==> src/rtl/hdlc_pkg.sv <==
`default_nettype none
package hdlc_pkg;

  localparam int MaxFrameDef = 2048;

  localparam logic [7:0]  FlagByte = 8'h7e;
  localparam logic [7:0]  EscByte  = 8'h7d;
  localparam logic [7:0]  EscXor   = 8'h20;
  localparam logic [15:0] FcsInit  = 16'hffff;
  localparam logic [15:0] FcsGood  = 16'hf0b8;
  localparam logic [15:0] FcsPoly  = 16'h8408;

  localparam int LenW       = 11;
  localparam int InTdataW   = 8;
  localparam int OutTdataW  = 24;
  localparam int OutTuserW  = 2;
  localparam int QueueDepth = 2;
  localparam int QueueAw    = 1;

  typedef enum logic {
    KIND_DATA,
    KIND_FLAG
  } kind_e;

  typedef struct packed {
    kind_e      kind;
    logic [7:0] data;
  } item_t;

  typedef struct packed {
    logic            byte_valid;
    logic [7:0]      data_byte;
    logic            frame_end;
    logic            frame_good;
    logic [LenW-1:0] frame_length;
  } result_t;

  function automatic logic [15:0] fcs_update(input logic [15:0] fcs, input logic [7:0] c);
    logic [15:0] f;
    f = fcs ^ {8'h00, c};
    for (int k = 0; k < 8; k++) begin
      f = f[0] ? ((f >> 1) ^ FcsPoly) : (f >> 1);
    end
    return f;
  endfunction

endpackage
`default_nettype wire

==> src/rtl/hdlc_front.sv <==
`default_nettype none
module hdlc_front
  import hdlc_pkg::*;
(
  input  wire logic                clk_i,
  input  wire logic                rst_ni,
  input  wire logic                s_axis_tvalid,
  output logic                     s_axis_tready,
  input  wire logic [InTdataW-1:0] s_axis_tdata,
  input  wire logic                q_full_i,
  output logic                     push_o,
  output item_t                    item_o
);

  logic esc_q, esc_d;
  logic fire;

  assign s_axis_tready = !q_full_i;
  assign fire          = s_axis_tvalid && s_axis_tready;

  always_comb begin
    esc_d       = esc_q;
    push_o      = 1'b0;
    item_o.kind = KIND_DATA;
    item_o.data = s_axis_tdata;
    if (fire) begin
      if (s_axis_tdata == FlagByte) begin
        push_o      = 1'b1;
        item_o.kind = KIND_FLAG;
        esc_d       = 1'b0;
      end else if (esc_q) begin
        push_o      = 1'b1;
        item_o.data = s_axis_tdata ^ EscXor;
        esc_d       = 1'b0;
      end else if (s_axis_tdata == EscByte) begin
        esc_d = 1'b1;
      end else begin
        push_o = 1'b1;
      end
    end
  end

  always_ff @(posedge clk_i or negedge rst_ni) begin
    if (!rst_ni) begin
      esc_q <= 1'b0;
    end else begin
      esc_q <= esc_d;
    end
  end

endmodule
`default_nettype wire

==> src/rtl/hdlc_queue.sv <==
`default_nettype none
module hdlc_queue
  import hdlc_pkg::*;
(
  input  wire logic  clk_i,
  input  wire logic  rst_ni,
  input  wire logic  push_i,
  input  wire item_t item_i,
  output logic       full_o,
  input  wire logic  pop_i,
  output logic       head_valid_o,
  output item_t      head_o
);

  item_t mem [QueueDepth];
  logic [QueueAw-1:0] wr_q, rd_q;
  logic [QueueAw:0]   cnt_q;
  logic               do_push, do_pop;

  assign full_o       = (cnt_q == (QueueAw+1)'(QueueDepth));
  assign head_valid_o = (cnt_q != '0);
  assign head_o       = mem[rd_q];
  assign do_push      = push_i && !full_o;
  assign do_pop       = pop_i && head_valid_o;

  always_ff @(posedge clk_i) begin
    if (do_push) begin
      mem[wr_q] <= item_i;
    end
  end

  always_ff @(posedge clk_i or negedge rst_ni) begin
    if (!rst_ni) begin
      wr_q  <= '0;
      rd_q  <= '0;
      cnt_q <= '0;
    end else begin
      if (do_push) begin
        wr_q <= wr_q + 1'b1;
      end
      if (do_pop) begin
        rd_q <= rd_q + 1'b1;
      end
      if (do_push && !do_pop) begin
        cnt_q <= cnt_q + 1'b1;
      end else if (do_pop && !do_push) begin
        cnt_q <= cnt_q - 1'b1;
      end
    end
  end

endmodule
`default_nettype wire

==> src/rtl/hdlc_back.sv <==
`default_nettype none
module hdlc_back
  import hdlc_pkg::*;
#(
  parameter int MaxFrame = MaxFrameDef
) (
  input  wire logic  clk_i,
  input  wire logic  rst_ni,
  input  wire logic  head_valid_i,
  input  wire item_t head_i,
  output logic       pop_o,
  output logic       out_valid_o,
  input  wire logic  out_ready_i,
  output result_t    out_o
);

  localparam int CntW = $clog2(MaxFrame + 1);

  logic [15:0]     fcs_q, fcs_d, fcs_new;
  logic [CntW-1:0] cnt_q, cnt_d, cnt_inc;
  logic [7:0]      h0_q, h0_d, h1_q, h1_d;
  logic            out_valid_q, out_valid_d;
  result_t         out_q, res;
  logic            has_res;

  assign pop_o       = head_valid_i && (!out_valid_q || out_ready_i);
  assign out_valid_o = out_valid_q;
  assign out_o       = out_q;
  assign fcs_new     = fcs_update(fcs_q, head_i.data);
  assign cnt_inc     = cnt_q + 1'b1;

  always_comb begin
    fcs_d   = fcs_q;
    cnt_d   = cnt_q;
    h0_d    = h0_q;
    h1_d    = h1_q;
    res     = '0;
    has_res = 1'b0;
    if (pop_o) begin
      if (head_i.kind == KIND_FLAG) begin
        has_res       = 1'b1;
        res.frame_end = 1'b1;
        if (cnt_q >= CntW'(2)) begin
          res.frame_good   = (fcs_q == FcsGood);
          res.frame_length = LenW'(cnt_q - CntW'(2));
        end
        fcs_d = FcsInit;
        cnt_d = '0;
      end else begin
        if (cnt_q >= CntW'(2)) begin
          has_res        = 1'b1;
          res.byte_valid = 1'b1;
          res.data_byte  = h0_q;
        end
        h0_d = h1_q;
        h1_d = head_i.data;
        if (cnt_inc >= CntW'(MaxFrame)) begin
          has_res          = 1'b1;
          res.frame_end    = 1'b1;
          res.frame_good   = (fcs_new == FcsGood);
          res.frame_length = LenW'(cnt_inc - CntW'(2));
          fcs_d            = FcsInit;
          cnt_d            = '0;
        end else begin
          fcs_d = fcs_new;
          cnt_d = cnt_inc;
        end
      end
    end
  end

  always_comb begin
    out_valid_d = out_valid_q;
    if (!out_valid_q || out_ready_i) begin
      out_valid_d = pop_o && has_res;
    end
  end

  always_ff @(posedge clk_i or negedge rst_ni) begin
    if (!rst_ni) begin
      fcs_q       <= FcsInit;
      cnt_q       <= '0;
      out_valid_q <= 1'b0;
    end else begin
      fcs_q       <= fcs_d;
      cnt_q       <= cnt_d;
      out_valid_q <= out_valid_d;
    end
  end

  always_ff @(posedge clk_i) begin
    h0_q <= h0_d;
    h1_q <= h1_d;
    if (pop_o && has_res) begin
      out_q <= res;
    end
  end

endmodule
`default_nettype wire

==> src/rtl/hdlc_async_frame_decoder.sv <==
// Path: a line byte accepted at the input is written into the two-entry queue, and its
// result beat is then registered in the output register before it appears on the output.
// Throughput: one line byte per cycle while the queue is not full; destuffing and the
// byte-wide FCS-16 update are combinational logic, and escape bytes give no beat.
// Stalls: s_axis_tready drops while the two-entry queue is full, which an output stall
// causes; input resumes in the cycle after the stall lifts.
// Reset: escape flag cleared, FCS set to 0xffff, byte count zero, queue and
// output register empty; the two held data bytes are not reset.
`default_nettype none
module hdlc_async_frame_decoder
  import hdlc_pkg::*;
#(
  parameter int MAX_FRAME = MaxFrameDef
) (
  input  wire logic                 clk_i,
  input  wire logic                 rst_ni,
  input  wire logic                 s_axis_tvalid,
  output logic                      s_axis_tready,
  input  wire logic [InTdataW-1:0]  s_axis_tdata,   // rx_byte[7:0]
  output logic                      m_axis_tvalid,
  input  wire logic                 m_axis_tready,
  output logic [OutTdataW-1:0]      m_axis_tdata,   // data_byte[7:0], frame_length[18:8], zero
  output logic [OutTuserW-1:0]      m_axis_tuser,   // byte_valid[0], frame_good[1]
  output logic                      m_axis_tlast    // frame_end
);

  logic    q_full, push, pop, head_valid;
  item_t   item, head;
  result_t res;

  hdlc_front u_front (
    .clk_i         (clk_i),
    .rst_ni        (rst_ni),
    .s_axis_tvalid (s_axis_tvalid),
    .s_axis_tready (s_axis_tready),
    .s_axis_tdata  (s_axis_tdata),
    .q_full_i      (q_full),
    .push_o        (push),
    .item_o        (item)
  );

  hdlc_queue u_queue (
    .clk_i        (clk_i),
    .rst_ni       (rst_ni),
    .push_i       (push),
    .item_i       (item),
    .full_o       (q_full),
    .pop_i        (pop),
    .head_valid_o (head_valid),
    .head_o       (head)
  );

  hdlc_back #(
    .MaxFrame (MAX_FRAME)
  ) u_back (
    .clk_i        (clk_i),
    .rst_ni       (rst_ni),
    .head_valid_i (head_valid),
    .head_i       (head),
    .pop_o        (pop),
    .out_valid_o  (m_axis_tvalid),
    .out_ready_i  (m_axis_tready),
    .out_o        (res)
  );

  assign m_axis_tdata = {(OutTdataW - 8 - LenW)'(0), res.frame_length, res.data_byte};
  assign m_axis_tuser = {res.frame_good, res.byte_valid};
  assign m_axis_tlast = res.frame_end;

endmodule
`default_nettype wire

==> config.mk <==
export PLATFORM = sky130hd
export DESIGN_NAME = hdlc_async_frame_decoder
export DESIGN_NICKNAME = d
export VERILOG_FILES = /design/src/rtl/hdlc_pkg.sv /design/src/rtl/hdlc_front.sv /design/src/rtl/hdlc_queue.sv /design/src/rtl/hdlc_back.sv /design/src/rtl/hdlc_async_frame_decoder.sv
export SDC_FILE = /design/constraint.sdc
export NUM_CORES = 1
export LEC_CHECK = 0
export BUFFER_PORTS_ARGS = -buffer_cell sky130_fd_sc_hd__clkbuf_2
export CELL_PAD_IN_SITES_DETAIL_PLACEMENT = 0
export CELL_PAD_IN_SITES_GLOBAL_PLACEMENT = 1
export CORE_MARGIN = 4
export CORE_UTILIZATION = 33
export DETAILED_ROUTE_END_ITERATION = 6
export PLACE_DENSITY = 0.54
export SLEW_MARGIN = 20
export SYNTH_ARGS = -nofsm -noshare
export SYNTH_HDL_FRONTEND = slang
export SYNTH_SLANG_ARGS = --single-unit
==> constraint.sdc <==
create_clock -name clk_i -period 9.5 [get_ports clk_i]
set_input_delay 1.9 -clock clk_i [delete_from_list [all_inputs] [get_ports clk_i]]
set_output_delay 1.9 -clock clk_i [all_outputs]
set_load 0.01 [all_outputs]
# Word-level counts from Yosys, hierarchy flattened
# Memory sizes are Yosys's and may differ from the RTL's.
# Index checks and enable logic that the tools add are counted.
[word_totals]
ram_bits = 18
latch_bits = 0
in_bits = 12
mem_bits_ro = 0
register_bits = 72
n_memories = 1
[memory_table]
columns = ["name", "words", "width", "rd", "rd_ports_with_merged_regs", "write_ports", "line", "text"]
rows = [
  ["u_queue.mem", 2, 9, 1, 0, 1, "hdlc_queue.sv:15", "item_t mem [QueueDepth];"],
]
[classes]
order_cmp = 2
n_bitwise = 13
n_eq_ne = 5
div_mod_pow = 0
multipliers = 0
addsub = 7
muxes = 35
n_shift = 0
n_reduce_logical = 17
[op_table]
columns = ["operator", "count"]
rows = [
  ["16-bit two-way mux", 10],
  ["12-bit two-way mux", 3],
  ["16-bit equality test (second input constant)", 2],
  ["13-bit two-way mux", 2],
  ["2-bit NOT with 3-bit output", 8],
  ["11-bit by 2-bit subtractor with 11-bit output (second input constant)", 2],
  ["9-bit two-way mux", 2],
  ["8-bit by 7-bit equality test with 1-bit output (second input constant)", 2],
  ["16-bit by 8-bit XOR with 16-bit output", 1],
  ["1-bit two-way mux", 14],
  ["12-bit by 1-bit adder with 12-bit output (second input constant)", 1],
  ["12-bit greater-or-equal comparator (second input constant)", 1],
  ["12-bit by 2-bit greater-or-equal comparator with 1-bit output (second input constant)", 1],
  ["6-bit two-way mux", 2],
  ["1-bit logical AND", 7],
  ["1-bit logical NOT", 4],
  ["2-bit two-way mux", 2],
  ["1-bit NOT", 4],
  ["2-bit nonzero test", 2],
  ["3-bit OR reduction", 1],
  ["1-bit adder (second input constant)", 2],
  ["2-bit by 1-bit adder with 2-bit output (second input constant)", 1],
  ["2-bit equality test (second input constant)", 1],
  ["2-bit AND reduction", 1],
  ["other kinds (3)", 3],
]

# Depth between registers and ports, before layout
# An unclocked memory read counts as a cell.
[depth]
word_depth = 21
ltp_mapped = 9
ltp_nobuf = 9

# Cells and area by module
# From an unflattened synthesis, not the netlist that was laid out.
[hier_totals]
cells_unflattened = 398
area_unflattened_um2 = 4524.3
[modules_own_cells]
columns = ["module", "area_each_um2", "cells_each", "n_inst", "seq_area_each_um2"]
rows = [
  ["hdlc_back", 3462.1, 321, 1, 1886.8],
  ["hdlc_queue", 852.1, 47, 1, 640.6],
  ["hdlc_front", 168.9, 24, 1, 25.0],
  ["hdlc_async_frame_decoder", 41.3, 6, 1, 0.0],
]

# Worst setup path after synthesis
# OpenSTA, ideal clock, no wires.
[synth_timing]
kind = "in2reg"
from = "input port m_axis_tready"
to = "register u_back.out_q (netlist bit u_back.out_o[0]) (enable)"
stages = 5
path_buffers = 1
setup_ns = 0.417
arrival_ns = 3.681
path_slack_ns = 5.402
cell_sequence = "nand2b_1 o21a_1 clkbuf_1 inv_2 a31oi_1"
[synth_between]
elab_chain_len = 4
[synth_rtl]
columns = ["item", "line", "text"]
rows = [
  ["start, declared", "hdlc_async_frame_decoder.sv:21", "input wire logic m_axis_tready,"],
  ["1-bit logical OR *", "hdlc_back.sv:26", "assign pop_o = head_valid_i && (!out_valid_q || out_ready_i);"],
  ["1-bit logical AND *", "hdlc_back.sv:26", ""],
  ["1-bit two-way mux", "hdlc_back.sv:39", "if (pop_o) begin"],
  ["1-bit logical AND *", "hdlc_back.sv:94", "if (pop_o && has_res) begin"],
  ["end signal, assigned", "hdlc_back.sv:95", "out_q <= res;"],
  ["end, declared", "hdlc_back.sv:23", "result_t out_q, res;"],
]
# Mark *: on every way between the ends. The rest lies on a longest branch, timed or not.
# A chain may end at the register's enable or synchronous reset.

# Worst setup path in the final report
[layout_timing]
from = "input port m_axis_tready"
to = "register u_back.out_q (netlist bit u_back.out_o[14]) (enable)"
# Same word-level chain as after synthesis.

==> reports/qor.csv <==
metric,value,unit
synth_area_leaders,"edfxtp_1 (37%), dfrtp_1 (9.9%), dfstp_2 (9.2%)",
timing.rr.start,u_back.cnt_q[2],
top_usage_layer,met2,
viasPerCell,5.021,
cts_tree,built,
grt_pass1_vias,3078,
firstDrtPassIters,4,
utilization,38.57,%
crit_family,buffers and inverters,
use_met3,4.136,%
cts_max_level,3,
drcViolationCount,0,
setup_viol,0,
clockBufferDepth,2,
fp.dieH,125.5,um
clk_pin_slew,70,ps
swShare,39.18,%
layout_common_cells,"edfxtp_1 (56), nor2_1 (37), clkbuf_2 (35), nand2_1 (24), xnor2_1 (22)",
status,finished clean,
globalplace.congestion,0.7966,
grt_usage,14.09,%
power_frac_seq,37.6,%
synthArstFlopShare,37.78,%
leakage,1.982,nW
slew_viol_final,0,
startpoint,m_axis_tready,
fp.dieW,125.5,um
cts_root_buffer,clkbuf_16,
synthToLayoutAreaGrowth,13.40,%
whs_path_depth,0,
comb_power_share,42.4,%
drt_iter0_markers,169,
finalNetCount,445,
path_depth,7,
worst_pin_slew,886.4,ps
rsz0062_at_grt,false,
clock.fmax,280.5,MHz
grt-ovfl-total,0,
r2r_cells,6,
synth_warnings,0,
core-area,0.01340,sq mm
required,9530,ps
hp-class,reg2reg,
fp-row-count,42,
synth-seq-cells,90,
antenna_found_initial,0,
finClkSkew,13.43,ps
clk_latency,350,ps
numCtsBuffers,9,
worstPathCellList,clkbuf_2 > nand2b_1 > o21a_1 > buf_4 > inv_2 > a31oi_2 > buf_4,
final_common_cell,edfxtp_1,
synth_area_per_cell,11.42,sq um
reg2reg_slack,6380,ps
slew_headroom,40.90,%
grt_use_met2,21.65,%
synth_largest_area_cell,edfxtp_1,
cts_resized,0,
cts_hold_buf,0,
grt_start_max_net_pins,35,
met1_usage,19.05,%
crit_top_cell,buf_4,
period_share,37.52,%
path_max_fanout,27,
ant_nets,0,
path_class,in2reg,
synth_edf_count,56,
routed_wl,10.53,mm
min_period,3565,ps
pin_count,41,
cp_num_buf_inv,4,
dpl_cell_area,0.004860,sq mm
synthFlopType,edfxtp_1,
power.density,358.5,mW/mm^2
grt_pass1_wl,17.39,mm
synth_top_area_share,36.89,%
end_kind,flip-flop,
start_kind,input pin,
synthCells,399,
final_cell_area,0.005169,sq mm
r2r-end,u_back.out_o[14],
drive_above_1_share,20.37,%
slowest_delay,440,ps
dp_hpwl,7.505,mm
ys_seq_area_share,56.00,%
ys_types,66,
ir_worst_vdd,0.1202,mV
critPathSlowestCell,a31oi_2,
io_buffers,35,
n_antenna_cell,0,
endpoint,u_back.out_o[14],
vias,3053,
maxCapViolations,0,
start_util,34.01,%
die_area,0.01576,sq mm
setup_tns,0,ps
wl_per_cell,17.31,um
arrival,3590,ps
finalHoldViolCount,0,
power_switching,0.7260,mW
clkPwrFrac,20.0,%
syn-cell-area,0.004558,sq mm
intPower,1.127,mW
post_cts_buffers,0,
clkSinkCount,90,
-- cell usage after synthesis (9+ instances only) --
library cell	number
and2_1	15
dfrtp_1	18
inv_1	11
clkbuf_1	11
nand3_1	9
o21ai_0	14
a21oi_1	21
dfstp_2	16
xor2_1	18
nor2_1	37
edfxtp_1	56
xnor2_1	22
nand2_1	24
-- layout make-up --
type	count	area (sq um)
Fill cell	1305	8232
Tap cell	176	220.2
Inverter	12	45.04
Sequential cell	90	2552
Clock inverter	7	83.83
Clock buffer	9	225.2
Timing Repair Buffer	38	197.7
Multi-Input combinational cell	276	1844
-- power groups by stage --
stage               logic, mW  registers (mW)  clock network, mW
floorplan               0.559           0.704                  0
global placement        0.792           0.704                  0
detailed placement      0.792           0.706                  0
CTS                     0.796           0.699              0.382
global route            0.877           0.716              0.398
finish                  0.786           0.697              0.370
-- state kept, by name, summed over array words and instances, names as in the netlist --
register	flops
u_queue.mem	18
u_front.esc_q	1
u_back.h1_q	8
u_back.out_valid_o	1
u_back.fcs_q	16
u_queue.rd_q	1
u_queue.cnt_q	2
u_back.out_o	22
u_back.cnt_q	12
u_queue.wr_q	1
u_back.h0_q	8
-- stage by stage --
stage	std cells	hold slack, ps	total power, mW	setup slack (ps)
final	608	424.0	1.853	5935
after global routing	608	431.7	1.992	5824
after detailed placement	592	411.1	1.498	5555
after global placement	592	407.1	1.497	5567
after CTS	608	428.5	1.877	5927
after floorplan	403	400.3	1.264	5402
-- worst min-delay path by stage --
stage	start	endpoint	slack (ps)
CTS	u_back.h1_q[4]	u_back.h0_q[4]	430
detailed placement	u_back.h1_q[4]	u_back.h0_q[4]	410
global placement	u_back.h1_q[7]	u_back.h0_q[7]	410
floorplan	u_back.h1_q[0]	u_back.h0_q[0]	400
global route	u_back.h1_q[4]	u_back.h0_q[4]	430
finish	u_back.h1_q[4]	u_back.h0_q[4]	420
-- routing by layer --
metal	wire length (um)	part of all wire (%)	vias up
li1	-	-	1497
met1	4924	47	1481
met2	4976	47	62
met3	416	4.0	13
met4	209	2.0	0
met5	0	0	-
-- worst reg2reg max path, stage by stage (launching register included) --
cell,delay (ps)
dfrtp_1,550
ha_1,330
nand4_2,230
or4_4,580
and2_1,280
a31oi_2,460
buf_4,360
-- cell families after synthesis --
group	count (synthesis)	share of synthesized area, %
simple gates	130	15.07
flops	90	56.00
compound gates	80	11.64
xor+xnor	42	8.537
buf+inv	37	4.008
mux	13	3.019
fa+ha+maj	6	1.647
other cells	1	0.08227
(Power assumes the default switching activity.)
